==> src/rtl/tpbag_pkg.sv <==
`timescale 1ns / 1ps
// ----------------------------------------------------------------------------
// tpbag_pkg
// shared types and constants of the tiled page border address generator
// ----------------------------------------------------------------------------
package tpbag_pkg;

  // fixed field widths
  localparam int CFG_IDX_W   = 3;
  localparam int CFG_DATA_W  = 15;
  localparam int BORDER_W    = 5;
  localparam int BORDER_MAX  = 16;
  localparam int TILE_CNT_W  = 28;
  localparam int SRC_W       = 30;
  localparam int OFF_W       = 25;
  localparam int STREAM_W    = 40;
  localparam int IN_DATA_W   = 8;
  localparam int OUT_DATA_W  = 128;
  localparam int OUT_USER_W  = 2;

  // command queue between front and back
  localparam int QUEUE_DEPTH = 2;
  localparam int QPTR_W      = 1;
  localparam int QCNT_W      = 2;

  // register indexes
  localparam logic [CFG_IDX_W-1:0] CFG_IMAGE_WIDTH   = 3'd0;
  localparam logic [CFG_IDX_W-1:0] CFG_IMAGE_HEIGHT  = 3'd1;
  localparam logic [CFG_IDX_W-1:0] CFG_TILE_SIZE     = 3'd2;
  localparam logic [CFG_IDX_W-1:0] CFG_BORDER_WIDTH  = 3'd3;
  localparam logic [CFG_IDX_W-1:0] CFG_CHANNEL_COUNT = 3'd4;
  localparam logic [CFG_IDX_W-1:0] CFG_DEPTH_MODE    = 3'd5;

  // depth modes
  localparam logic [1:0] DEPTH_8BIT  = 2'd0;
  localparam logic [1:0] DEPTH_16BIT = 2'd1;

  // element size as a left shift
  localparam logic [1:0] SHIFT_1B = 2'd0;
  localparam logic [1:0] SHIFT_2B = 2'd1;
  localparam logic [1:0] SHIFT_4B = 2'd2;

  typedef enum logic {
    CMD_ADVANCE,
    CMD_START
  } cmd_e;

  typedef enum logic [2:0] {
    ST_IDLE,
    ST_GEOM,
    ST_MUL,
    ST_SUM,
    ST_SCALE,
    ST_OUT
  } back_state_e;

  typedef struct packed {
    logic                  last_of_all;
    logic                  last_in_tile;
    logic                  valid_res;
    logic [STREAM_W-1:0]   stream_byte_address;
    logic [OFF_W-1:0]      page_byte_offset;
    logic [SRC_W-1:0]      source_index;
    logic [TILE_CNT_W-1:0] tile_index;
  } result_t;

  typedef struct packed {
    logic valid;
    cmd_e cmd;
  } queue_head_t;

endpackage

==> src/rtl/tiled_page_border_address_generator.sv <==
`timescale 1ns / 1ps
// ----------------------------------------------------------------------------
// tiled_page_border_address_generator
// element addresses for border-padded tiles of an image, clamp to edge
// ----------------------------------------------------------------------------
// the back-end sequencer runs pop, geometry, multiply, sum, scale and output
//   load for each transaction; output load waits for tready, and no new
//   transaction is popped before the last one is loaded out
// the 2-deep front queue takes input while the back works, until it is full
// reset: registers to their defaults, walk idle, no clearing pass
// ----------------------------------------------------------------------------
module tiled_page_border_address_generator #(
  parameter int MAX_DIM_BITS  = 14,
  parameter int MAX_TILE_BITS = 10,
  parameter int MAX_CHANNELS  = 4
) (
  input  logic                                  clk_i,
  input  logic                                  rst_ni,
  // input stream
  input  logic                                  s_axis_tvalid_i,
  output logic                                  s_axis_tready_o,
  // [0] start_req, [7:1] zero
  input  logic [tpbag_pkg::IN_DATA_W-1:0]       s_axis_tdata_i,
  // output stream
  output logic                                  m_axis_tvalid_o,
  input  logic                                  m_axis_tready_i,
  // [27:0] tile_index, [57:28] source_index, [82:58] page_byte_offset,
  // [122:83] stream_byte_address, [127:123] zero
  output logic [tpbag_pkg::OUT_DATA_W-1:0]      m_axis_tdata_o,
  // last_in_tile
  output logic                                  m_axis_tlast_o,
  // [0] valid_res, [1] last_of_all
  output logic [tpbag_pkg::OUT_USER_W-1:0]      m_axis_tuser_o,
  // configuration write port
  input  logic                                  cfg_we_i,
  input  logic [tpbag_pkg::CFG_IDX_W-1:0]       cfg_idx_i,
  input  logic [tpbag_pkg::CFG_DATA_W-1:0]      cfg_wdata_i
);
  import tpbag_pkg::*;

  localparam int DIM_W    = MAX_DIM_BITS + 1;
  localparam int TILE_W   = MAX_TILE_BITS + 1;
  localparam int CNT_W    = $clog2(MAX_CHANNELS + 1);
  localparam int DIM_MAX  = 1 << MAX_DIM_BITS;
  localparam int TILE_MAX = 1 << MAX_TILE_BITS;
  localparam int TILE_RST = (256 < TILE_MAX) ? 256 : TILE_MAX;

  // registers hold the effective (saturated) values
  logic [DIM_W-1:0]    img_w_q, img_h_q;
  logic [TILE_W-1:0]   tile_q;
  logic [BORDER_W-1:0] border_q;
  logic [CNT_W-1:0]    chan_q;
  logic [1:0]          shift_q;
  logic                cfg_hit;

  queue_head_t head;
  logic        pop;
  result_t     m_data;

  // zero counts as one, large values saturate
  function automatic logic [DIM_W-1:0] sat_dim(input logic [CFG_DATA_W-1:0] v);
    if (v == '0) begin
      return DIM_W'(1);
    end else if (32'(v) > DIM_MAX) begin
      return DIM_W'(DIM_MAX);
    end
    return DIM_W'(v);
  endfunction

  function automatic logic [TILE_W-1:0] sat_tile(input logic [CFG_DATA_W-1:0] v);
    if (v[10:0] == '0) begin
      return TILE_W'(1);
    end else if (32'(v[10:0]) > TILE_MAX) begin
      return TILE_W'(TILE_MAX);
    end
    return TILE_W'(v[10:0]);
  endfunction

  function automatic logic [CNT_W-1:0] sat_chan(input logic [CFG_DATA_W-1:0] v);
    if (v[2:0] == '0) begin
      return CNT_W'(1);
    end else if (32'(v[2:0]) > MAX_CHANNELS) begin
      return CNT_W'(MAX_CHANNELS);
    end
    return CNT_W'(v[2:0]);
  endfunction

  // register decode, unknown indexes do nothing
  always_ff @(posedge clk_i or negedge rst_ni) begin
    if (!rst_ni) begin
      img_w_q  <= DIM_W'(1);
      img_h_q  <= DIM_W'(1);
      tile_q   <= TILE_W'(TILE_RST);
      border_q <= '0;
      chan_q   <= CNT_W'(1);
      shift_q  <= SHIFT_1B;
    end else if (cfg_we_i) begin
      unique case (cfg_idx_i)
        CFG_IMAGE_WIDTH:   img_w_q <= sat_dim(cfg_wdata_i);
        CFG_IMAGE_HEIGHT:  img_h_q <= sat_dim(cfg_wdata_i[14:0]);
        CFG_TILE_SIZE:     tile_q  <= sat_tile(cfg_wdata_i);
        CFG_BORDER_WIDTH: begin
          border_q <= (32'(cfg_wdata_i[4:0]) > BORDER_MAX) ? BORDER_W'(BORDER_MAX)
                                                           : cfg_wdata_i[4:0];
        end
        CFG_CHANNEL_COUNT: chan_q  <= sat_chan(cfg_wdata_i);
        CFG_DEPTH_MODE: begin
          unique case (cfg_wdata_i[1:0])
            DEPTH_8BIT:  shift_q <= SHIFT_1B;
            DEPTH_16BIT: shift_q <= SHIFT_2B;
            default:     shift_q <= SHIFT_4B;  // float, and the spare code
          endcase
        end
        default: ;
      endcase
    end
  end

  // any write to a known register ends the walk
  assign cfg_hit = cfg_we_i && (cfg_idx_i == CFG_IMAGE_WIDTH  ||
                                cfg_idx_i == CFG_IMAGE_HEIGHT ||
                                cfg_idx_i == CFG_TILE_SIZE    ||
                                cfg_idx_i == CFG_BORDER_WIDTH ||
                                cfg_idx_i == CFG_CHANNEL_COUNT ||
                                cfg_idx_i == CFG_DEPTH_MODE);

  // front: accept and classify start / advance into a short queue
  tpbag_front u_front (
    .clk_i           (clk_i),
    .rst_ni          (rst_ni),
    .s_axis_tvalid_i (s_axis_tvalid_i),
    .s_axis_tready_o (s_axis_tready_o),
    .s_axis_tdata_i  (s_axis_tdata_i),
    .head_o          (head),
    .pop_i           (pop)
  );

  // back: walker state, address arithmetic and output register
  tpbag_back #(
    .MAX_DIM_BITS  (MAX_DIM_BITS),
    .MAX_TILE_BITS (MAX_TILE_BITS),
    .MAX_CHANNELS  (MAX_CHANNELS)
  ) u_back (
    .clk_i     (clk_i),
    .rst_ni    (rst_ni),
    .head_i    (head),
    .pop_o     (pop),
    .cfg_wr_i  (cfg_hit),
    .img_w_i   (img_w_q),
    .img_h_i   (img_h_q),
    .tile_i    (tile_q),
    .border_i  (border_q),
    .chan_i    (chan_q),
    .shift_i   (shift_q),
    .m_valid_o (m_axis_tvalid_o),
    .m_ready_i (m_axis_tready_i),
    .m_data_o  (m_data)
  );

  // pack the result transaction
  assign m_axis_tdata_o = OUT_DATA_W'({m_data.stream_byte_address,
                                       m_data.page_byte_offset,
                                       m_data.source_index,
                                       m_data.tile_index});
  assign m_axis_tlast_o = m_data.last_in_tile;
  assign m_axis_tuser_o = {m_data.last_of_all, m_data.valid_res};

endmodule

==> src/rtl/tpbag_front.sv <==
`timescale 1ns / 1ps
// ----------------------------------------------------------------------------
// tpbag_front
// accepts input transactions, classifies them and queues the commands
// ----------------------------------------------------------------------------
module tpbag_front (
  input  logic                                 clk_i,
  input  logic                                 rst_ni,
  input  logic                                 s_axis_tvalid_i,
  output logic                                 s_axis_tready_o,
  // [0] start_req, rest zero
  input  logic [tpbag_pkg::IN_DATA_W-1:0]      s_axis_tdata_i,
  output tpbag_pkg::queue_head_t               head_o,
  input  logic                                 pop_i
);
  import tpbag_pkg::*;

  cmd_e              entry_q [QUEUE_DEPTH];
  logic [QPTR_W-1:0] wr_ptr_q, wr_ptr_d;
  logic [QPTR_W-1:0] rd_ptr_q, rd_ptr_d;
  logic [QCNT_W-1:0] cnt_q, cnt_d;
  logic              push;
  logic              pop;
  cmd_e              cmd_in;

  assign s_axis_tready_o = (cnt_q != QCNT_W'(QUEUE_DEPTH));
  assign push            = s_axis_tvalid_i && s_axis_tready_o;
  assign pop             = pop_i && (cnt_q != '0);
  assign cmd_in          = s_axis_tdata_i[0] ? CMD_START : CMD_ADVANCE;

  assign head_o.valid = (cnt_q != '0);
  assign head_o.cmd   = entry_q[rd_ptr_q];

  always_comb begin
    wr_ptr_d = push ? wr_ptr_q + QPTR_W'(1) : wr_ptr_q;
    rd_ptr_d = pop ? rd_ptr_q + QPTR_W'(1) : rd_ptr_q;
    cnt_d    = cnt_q + QCNT_W'(push) - QCNT_W'(pop);
  end

  always_ff @(posedge clk_i or negedge rst_ni) begin
    if (!rst_ni) begin
      wr_ptr_q <= '0;
      rd_ptr_q <= '0;
      cnt_q    <= '0;
    end else begin
      wr_ptr_q <= wr_ptr_d;
      rd_ptr_q <= rd_ptr_d;
      cnt_q    <= cnt_d;
    end
  end

  always_ff @(posedge clk_i) begin
    if (push) begin
      entry_q[wr_ptr_q] <= cmd_in;
    end
  end

endmodule

==> src/rtl/tpbag_back.sv <==
`timescale 1ns / 1ps
// ----------------------------------------------------------------------------
// tpbag_back
// page walker and address pipeline with the output register
// ----------------------------------------------------------------------------
module tpbag_back #(
  parameter int MAX_DIM_BITS  = 14,
  parameter int MAX_TILE_BITS = 10,
  parameter int MAX_CHANNELS  = 4,
  localparam int DIM_W  = MAX_DIM_BITS + 1,
  localparam int TILE_W = MAX_TILE_BITS + 1,
  localparam int CNT_W  = $clog2(MAX_CHANNELS + 1)
) (
  input  logic                             clk_i,
  input  logic                             rst_ni,
  input  tpbag_pkg::queue_head_t           head_i,
  output logic                             pop_o,
  input  logic                             cfg_wr_i,
  input  logic [DIM_W-1:0]                 img_w_i,
  input  logic [DIM_W-1:0]                 img_h_i,
  input  logic [TILE_W-1:0]                tile_i,
  input  logic [tpbag_pkg::BORDER_W-1:0]   border_i,
  input  logic [CNT_W-1:0]                 chan_i,
  input  logic [1:0]                       shift_i,
  output logic                             m_valid_o,
  input  logic                             m_ready_i,
  output tpbag_pkg::result_t               m_data_o
);
  import tpbag_pkg::*;

  localparam int POS_W   = MAX_DIM_BITS;
  localparam int PAGE_W  = (TILE_W > 6 ? TILE_W : 6) + 1;
  localparam int CH_W    = (MAX_CHANNELS > 1) ? $clog2(MAX_CHANNELS) : 1;
  localparam int XW      = (POS_W > PAGE_W ? POS_W : PAGE_W) + 2;
  localparam int SUM_W   = (POS_W > TILE_W ? POS_W : TILE_W) + 1;
  localparam int CW      = (DIM_W > TILE_W ? DIM_W : TILE_W);
  localparam int PROD_W  = POS_W + DIM_W;
  localparam int PP_W    = 2 * PAGE_W;
  localparam int EL_W    = PP_W + CNT_W;
  localparam int BYTES_W = EL_W + 2;

  back_state_e state_q, state_d;

  // walker state
  logic [POS_W-1:0]      ox_q, ox_d, oy_q, oy_d;
  logic [PAGE_W-1:0]     col_q, col_d, row_q, row_d;
  logic [CH_W-1:0]       ch_q, ch_d;
  logic [TILE_CNT_W-1:0] tile_cnt_q, tile_cnt_d;
  logic [STREAM_W-1:0]   base_q, base_d;
  logic                  active_q, active_d;
  logic                  zero_q, zero_d;

  // pipeline payload
  logic [PAGE_W-1:0]  pw_q, ph_q;
  logic [POS_W-1:0]   sx_q, sy_q;
  logic               xend_q, yend_q;
  logic               lt_q, la_q;
  logic [PROD_W-1:0]  sy_w_q;
  logic [PP_W-1:0]    row_pw_q, pp_q, b_q;
  logic [SRC_W-1:0]   a_q, src_q;
  logic [EL_W-1:0]    ppc_q, offe_q;
  logic [BYTES_W-1:0] page_bytes_q;
  logic               m_valid_q, m_valid_d;
  result_t            m_data_q, m_data_d;

  // combinational geometry
  logic [SUM_W-1:0]       ox_sum, oy_sum;
  logic                   x_end, y_end;
  logic [CW-1:0]          rest_x, rest_y, tw, th;
  logic [PAGE_W-1:0]      pw, ph;
  logic signed [XW-1:0]   vx, vy;
  logic [POS_W-1:0]       sx, sy;
  logic                   pop;
  logic                   load_out;
  logic                   ch_wrap, col_wrap, row_wrap;
  logic [BYTES_W-1:0]     off_full;

  assign ox_sum = SUM_W'(ox_q) + SUM_W'(tile_i);
  assign oy_sum = SUM_W'(oy_q) + SUM_W'(tile_i);
  assign x_end  = (ox_sum >= SUM_W'(img_w_i));
  assign y_end  = (oy_sum >= SUM_W'(img_h_i));

  always_comb begin
    rest_x = CW'(img_w_i) - CW'(ox_q);
    rest_y = CW'(img_h_i) - CW'(oy_q);
    tw     = (rest_x < CW'(tile_i)) ? rest_x : CW'(tile_i);
    th     = (rest_y < CW'(tile_i)) ? rest_y : CW'(tile_i);
    pw     = PAGE_W'(tw) + PAGE_W'(border_i) + PAGE_W'(border_i);
    ph     = PAGE_W'(th) + PAGE_W'(border_i) + PAGE_W'(border_i);
    // clamp to edge
    vx = $signed(XW'(ox_q)) + $signed(XW'(col_q)) - $signed(XW'(border_i));
    vy = $signed(XW'(oy_q)) + $signed(XW'(row_q)) - $signed(XW'(border_i));
    if (vx[XW-1]) begin
      sx = '0;
    end else if ($unsigned(vx) >= XW'(img_w_i)) begin
      sx = POS_W'(img_w_i - DIM_W'(1));
    end else begin
      sx = POS_W'($unsigned(vx));
    end
    if (vy[XW-1]) begin
      sy = '0;
    end else if ($unsigned(vy) >= XW'(img_h_i)) begin
      sy = POS_W'(img_h_i - DIM_W'(1));
    end else begin
      sy = POS_W'($unsigned(vy));
    end
  end

  // next state
  always_comb begin
    state_d = state_q;
    unique case (state_q)
      ST_IDLE:  if (head_i.valid) state_d = ST_GEOM;
      ST_GEOM:  state_d = ST_MUL;
      ST_MUL:   state_d = ST_SUM;
      ST_SUM:   state_d = ST_SCALE;
      ST_SCALE: state_d = ST_OUT;
      ST_OUT:   if (!m_valid_q || m_ready_i) state_d = ST_IDLE;
      default:  state_d = ST_IDLE;
    endcase
  end

  // sequencer outputs
  always_comb begin
    pop      = (state_q == ST_IDLE) && head_i.valid;
    load_out = (state_q == ST_OUT) && (!m_valid_q || m_ready_i);
  end

  assign pop_o = pop;

  // walker advance, uses the page size of the element last produced
  assign ch_wrap  = (CNT_W'(ch_q) + CNT_W'(1)) >= chan_i;
  assign col_wrap = (col_q + PAGE_W'(1)) >= pw_q;
  assign row_wrap = (row_q + PAGE_W'(1)) >= ph_q;

  always_comb begin
    ox_d       = ox_q;
    oy_d       = oy_q;
    col_d      = col_q;
    row_d      = row_q;
    ch_d       = ch_q;
    tile_cnt_d = tile_cnt_q;
    base_d     = base_q;
    active_d   = active_q;
    zero_d     = zero_q;
    if (pop) begin
      if (head_i.cmd == CMD_START) begin
        ox_d       = '0;
        oy_d       = '0;
        col_d      = '0;
        row_d      = '0;
        ch_d       = '0;
        tile_cnt_d = '0;
        base_d     = '0;
        active_d   = 1'b1;
      end else if (active_q) begin
        if (!ch_wrap) begin
          ch_d = ch_q + CH_W'(1);
        end else begin
          ch_d = '0;
          if (!col_wrap) begin
            col_d = col_q + PAGE_W'(1);
          end else begin
            col_d = '0;
            if (!row_wrap) begin
              row_d = row_q + PAGE_W'(1);
            end else begin
              // next tile
              row_d      = '0;
              base_d     = base_q + STREAM_W'(page_bytes_q);
              tile_cnt_d = tile_cnt_q + TILE_CNT_W'(1);
              if (!x_end) begin
                ox_d = POS_W'(ox_sum);
              end else begin
                ox_d = '0;
                if (!y_end) begin
                  oy_d = POS_W'(oy_sum);
                end else begin
                  // walk ended
                  oy_d       = '0;
                  tile_cnt_d = '0;
                  base_d     = '0;
                  active_d   = 1'b0;
                end
              end
            end
          end
        end
      end
      zero_d = !active_d;
    end
    if (cfg_wr_i) begin
      active_d = 1'b0;
    end
  end

  // output register
  always_comb begin
    off_full  = BYTES_W'(offe_q) << shift_i;
    m_data_d  = m_data_q;
    m_valid_d = m_valid_q;
    if (m_ready_i) begin
      m_valid_d = 1'b0;
    end
    if (load_out) begin
      m_valid_d = 1'b1;
      if (zero_q) begin
        m_data_d = '0;
      end else begin
        m_data_d.valid_res           = 1'b1;
        m_data_d.tile_index          = tile_cnt_q;
        m_data_d.source_index        = src_q;
        m_data_d.page_byte_offset    = OFF_W'(off_full);
        m_data_d.stream_byte_address = base_q + STREAM_W'(off_full);
        m_data_d.last_in_tile        = lt_q;
        m_data_d.last_of_all         = la_q;
      end
    end
  end

  assign m_valid_o = m_valid_q;
  assign m_data_o  = m_data_q;

  always_ff @(posedge clk_i or negedge rst_ni) begin
    if (!rst_ni) begin
      state_q    <= ST_IDLE;
      ox_q       <= '0;
      oy_q       <= '0;
      col_q      <= '0;
      row_q      <= '0;
      ch_q       <= '0;
      tile_cnt_q <= '0;
      base_q     <= '0;
      active_q   <= 1'b0;
      zero_q     <= 1'b1;
      m_valid_q  <= 1'b0;
    end else begin
      state_q    <= state_d;
      ox_q       <= ox_d;
      oy_q       <= oy_d;
      col_q      <= col_d;
      row_q      <= row_d;
      ch_q       <= ch_d;
      tile_cnt_q <= tile_cnt_d;
      base_q     <= base_d;
      active_q   <= active_d;
      zero_q     <= zero_d;
      m_valid_q  <= m_valid_d;
    end
  end

  always_ff @(posedge clk_i) begin
    m_data_q <= m_data_d;
    if (state_q == ST_GEOM) begin
      pw_q   <= pw;
      ph_q   <= ph;
      sx_q   <= sx;
      sy_q   <= sy;
      xend_q <= x_end;
      yend_q <= y_end;
    end
    if (state_q == ST_MUL) begin
      sy_w_q   <= PROD_W'(sy_q) * PROD_W'(img_w_i);
      row_pw_q <= PP_W'(row_q) * PP_W'(pw_q);
      pp_q     <= PP_W'(pw_q) * PP_W'(ph_q);
      lt_q     <= (CNT_W'(ch_q) == (chan_i - CNT_W'(1))) &&
                  (col_q == pw_q - PAGE_W'(1)) && (row_q == ph_q - PAGE_W'(1));
    end
    if (state_q == ST_SUM) begin
      a_q   <= SRC_W'(sx_q) + SRC_W'(sy_w_q);
      b_q   <= PP_W'(col_q) + row_pw_q;
      ppc_q <= EL_W'(pp_q) * EL_W'(chan_i);
      la_q  <= lt_q && xend_q && yend_q;
    end
    if (state_q == ST_SCALE) begin
      src_q        <= a_q * SRC_W'(chan_i) + SRC_W'(ch_q);
      offe_q       <= EL_W'(b_q) * EL_W'(chan_i) + EL_W'(ch_q);
      page_bytes_q <= BYTES_W'(ppc_q) << shift_i;
    end
  end

endmodule
==> config.mk <==
export PLATFORM = sky130hd
export DESIGN_NAME = tiled_page_border_address_generator
export DESIGN_NICKNAME = d
export VERILOG_FILES = /design/src/rtl/tpbag_pkg.sv /design/src/rtl/tiled_page_border_address_generator.sv /design/src/rtl/tpbag_front.sv /design/src/rtl/tpbag_back.sv
export SDC_FILE = /design/constraint.sdc
export NUM_CORES = 2
export LEC_CHECK = 0
export ABC_AREA = 1
export BUFFER_PORTS_ARGS = -buffer_cell sky130_fd_sc_hd__buf_2
export CAP_MARGIN = 20
export CORE_ASPECT_RATIO = 0.8
export CORE_MARGIN = 10
export CORE_UTILIZATION = 33
export DETAILED_ROUTE_END_ITERATION = 12
export PLACE_DENSITY = 0.47
export SLEW_MARGIN = 20
export SYNTH_ARGS = -nofsm -noshare
export SYNTH_HDL_FRONTEND = slang
export SYNTH_HIERARCHICAL = 1
export SYNTH_SLANG_ARGS = --single-unit
==> constraint.sdc <==
create_clock -name clk_i -period 19.8 [get_ports clk_i]
set_clock_uncertainty 0.1 [all_clocks]
set_input_delay 2.97 -clock clk_i [delete_from_list [all_inputs] [get_ports clk_i]]
set_output_delay 2.97 -clock clk_i [all_outputs]
set_load 0.05 [all_outputs]
==> impl_metrics.toml <==
[synth]
synthMuxAreaShare_pct = 1.12
yosys_warnings = 6
synth_ff_type = "edfxtp_1"
synth-seq-area-share_pct = 28.2
yosysTopAreaCell = "edfxtp_1"
synth_top_cell_area_share_pct = 20.8
synth_top_family_by_area = "adder cells"
synthArstFlopShare_pct = 30.0
syn_area_mm2 = 0.0619
synth_xor_xnor_area_share_pct = 5.56
synthAdderAreaFrac_pct = 27.6
synthSimpleGateAreaFrac_pct = 17.7
synth-edff-count = 428
synth_seq_cells = 611
synth.distinct_cells = 69
synth_cells = 7568
avgSynthCellArea_um2 = 8.18
synth_compound_area_share_pct = 8.99
synth_area_leaders = "edfxtp_1, fa_1, ha_1, nand2_1, inv_1"

[timing]
rsz0062_at_grt = "false"
min_period_over_period_pct = 34.6
worstMarginPinSlew_ns = 1.00
tns_ns = 0
setup_viol_count_final = 0
fmax_mhz = 146
drv_slew = 0
maxSlewHeadroom_pct = 33.3
layout_min_cycle_time_ns = 6.86
hold_viol = 0

[worst_setup_path]
crit_type = "reg -> reg"
worstSetupEndpointType = "register"
cp_data_arrival_time_ns = 7.38
cp-start-kind = "register"
required_ns = 20.32
path_max_fanout = 46

[grt]
grtUsageTotal_pct = 17.0
grt_start_max_net_pins = 79
grt_pass1_wl_um = 283000
grt_overflow = 0
first_global_vias = 49100
antenna_found_initial = 2

[route]
ant_nets = 0
wl_per_cell_um = 17.2
drt_iter0_markers = 3226
drt_pass1_iterations = 6
vias = 48700
drt_wl_total_um = 176000
avgViaCountPerCell = 4.77
drc = 0

[clock_tree]
cts_tree = "yes"
h-tree-depth = 3
cts_hold_buf = 0
cts_resized = 0
numCtsBuffers = 78
cts_setup_buffers = 0
clockBufferDepth = 3
clkTransAtPathRegs_ns = 0.06
cts_sinks = 611
clkLatencyLatePin_ns = 0.71
cts_root_buffer = "clkbuf_16"

[layout]
n_fill_cell = 19500
fin_nets = 8770
area_delta_synth_final_pct = 9.82
num_antenna_cells = 0
drive_gt1_share_pct = 5.63

[placement]
place_congestion = 0.870
portBuffers = 151
dp_hpwl_um = 140000

[job]
maxCapViolCount = 0

[floorplanning]
core_area_mm2 = 0.187
initial_core_util_pct = 33.1
dieArea_mm2 = 0.205
io-pin-count = 164
die-width_um = 504
rows = 142
die_h_um = 407

[status]
status = "finished, final reports clean"

[min_path]
hold_class = "reg -> reg"
-- cell type report --
| cell class | count | area (um^2) | area share, % |
|---|---|---|---|
| clock inverter | 50 | 547 | 0.804 |
| clock buffer | 96 | 2090 | 3.08 |
| tap | 2520 | 3150 | 4.64 |
| multi-input combinational | 5203 | 37800 | 55.6 |
| timing repair buffer | 206 | 1180 | 1.73 |
| sequential | 611 | 17400 | 25.7 |
| inverter | 1538 | 5770 | 8.49 |
-- routing by layer --
metal	GRT usage (%)	vias up	routed length [um]
met4	3.45	0	3330
met5	0	-	0
met1	25.5	23400	89700
met2	26.3	966	75700
li1	-	24200	-
met3	1.99	182	7590
-- cell usage after synthesis (118+ instances only) --
library cell,instances
nand2_1,1710
inv_1,1523
ha_1,657
a21oi_1,457
fa_1,444
edfxtp_1,428
nor2_1,402
o21ai_0,290
xor2_1,269
nand3_1,258
dfrtp_1,178
clkbuf_1,155
xnor2_1,118
-- layout by cell type, fill, tap and decap left out, drive strengths merged, types with 37 or more instances in the layout --
| cell | instances |
|---|---|
| mux2i | 69 |
| nand4 | 84 |
| clkinv | 37 |
| clkbuf | 96 |
| buf | 206 |
| fa | 444 |
| o21ai | 320 |
| o22ai | 39 |
| nand3 | 266 |
| xor2 | 271 |
| xnor2 | 118 |
| nor2 | 422 |
| ha | 657 |
| nor3 | 76 |
| edfxtp | 428 |
| dfrtp | 178 |
| a21oi | 459 |
| nand2 | 1736 |
| inv | 1543 |
-- kinds of logic (layout without fill, tap and decap cells) --
| logic type | count (synthesis) | in the layout |
|---|---|---|
| other | 1 | 5 |
| buffers and inverters | 1758 | 1890 |
| muxes | 69 | 69 |
| and+or+nand+nor | 2637 | 2637 |
| xor gates and xnor gates | 389 | 389 |
| DFF | 611 | 611 |
| AOI/OAI and AO/OA | 1002 | 1002 |
| adders and majority gates | 1101 | 1101 |
-- worst paths after layout --
path	startpoint	endpoint	slack (ns)	cells after the start
worst min-delay path	img_w_q[6]	img_w_q[6]	0.39	2
max in group asynchronous	rst_ni	u_back/base_q[3]	16.04	2
worst max register to register	u_back/row_q[2]	u_back/oy_q[4]	12.94	21
worst min register to register	img_w_q[6]	img_w_q[6]	0.39	2
min in group asynchronous	rst_ni	u_back/oy_q[10]	2.08	1
worst max-delay path	u_back/row_q[2]	u_back/oy_q[4]	12.94	21
-- sequential cells by signal, summed over array words and instances, names as in the netlist, 14 cells and up --
name	cells
u_back/base_q	40
u_back/m_data_o	126
u_back/offe_q	27
u_back/ppc_q	27
u_back/ox_q	14
img_w_q	15
u_back/tile_cnt_q	28
u_back/pp_q	24
u_back/src_q	30
u_back/sy_q	14
img_h_q	15
u_back/sy_w_q	29
u_back/row_pw_q	24
u_back/b_q	24
u_back/a_q	30
u_back/sx_q	14
u_back/oy_q	14
u_back/page_bytes_q	29
-- stage by stage --
stage | cell area, um^2 | hold WS, ns | setup WS [ns] | std cells | util, %
5_1_grt | 68000 | 0.425 | 12.44 | 10200 | 36.4
4_1_cts | 68000 | 0.383 | 13.02 | 10200 | 36.4
6_report | 68000 | 0.387 | 12.94 | 10200 | 36.4
3_5_place_dp | 65400 | 0.367 | 13.07 | 10100 | 35.0
2_1_floorplan | 61900 | 0.351 | 10.85 | 7572 | -
3_3_place_gp | 65400 | 0.363 | 13.10 | 10100 | 35.0
-- critical path, stage by stage (launching register included) --
cell and delay [ns]:
dfrtp_1 0.87, inv_1 0.28, nor4_1 0.41, nand3_1 0.15, nor2_1 0.24, nand3_1 0.15, nor2_1 0.13, nand2_1 0.07
xor2_1 0.19, inv_1 0.06, ha_1 0.29, nand2_1 0.07, nor2_1 0.26, a21oi_1 0.13, nand3_1 0.23, nor2_2 0.20
nor2_4 0.63, buf_4 0.67, inv_2 0.61, nor2_4 0.63, nand3_1 0.17, o21ai_0 0.11
Power is not shown: default switching activity piles up to over one toggle a cycle in this logic, so the estimate is an artifact.
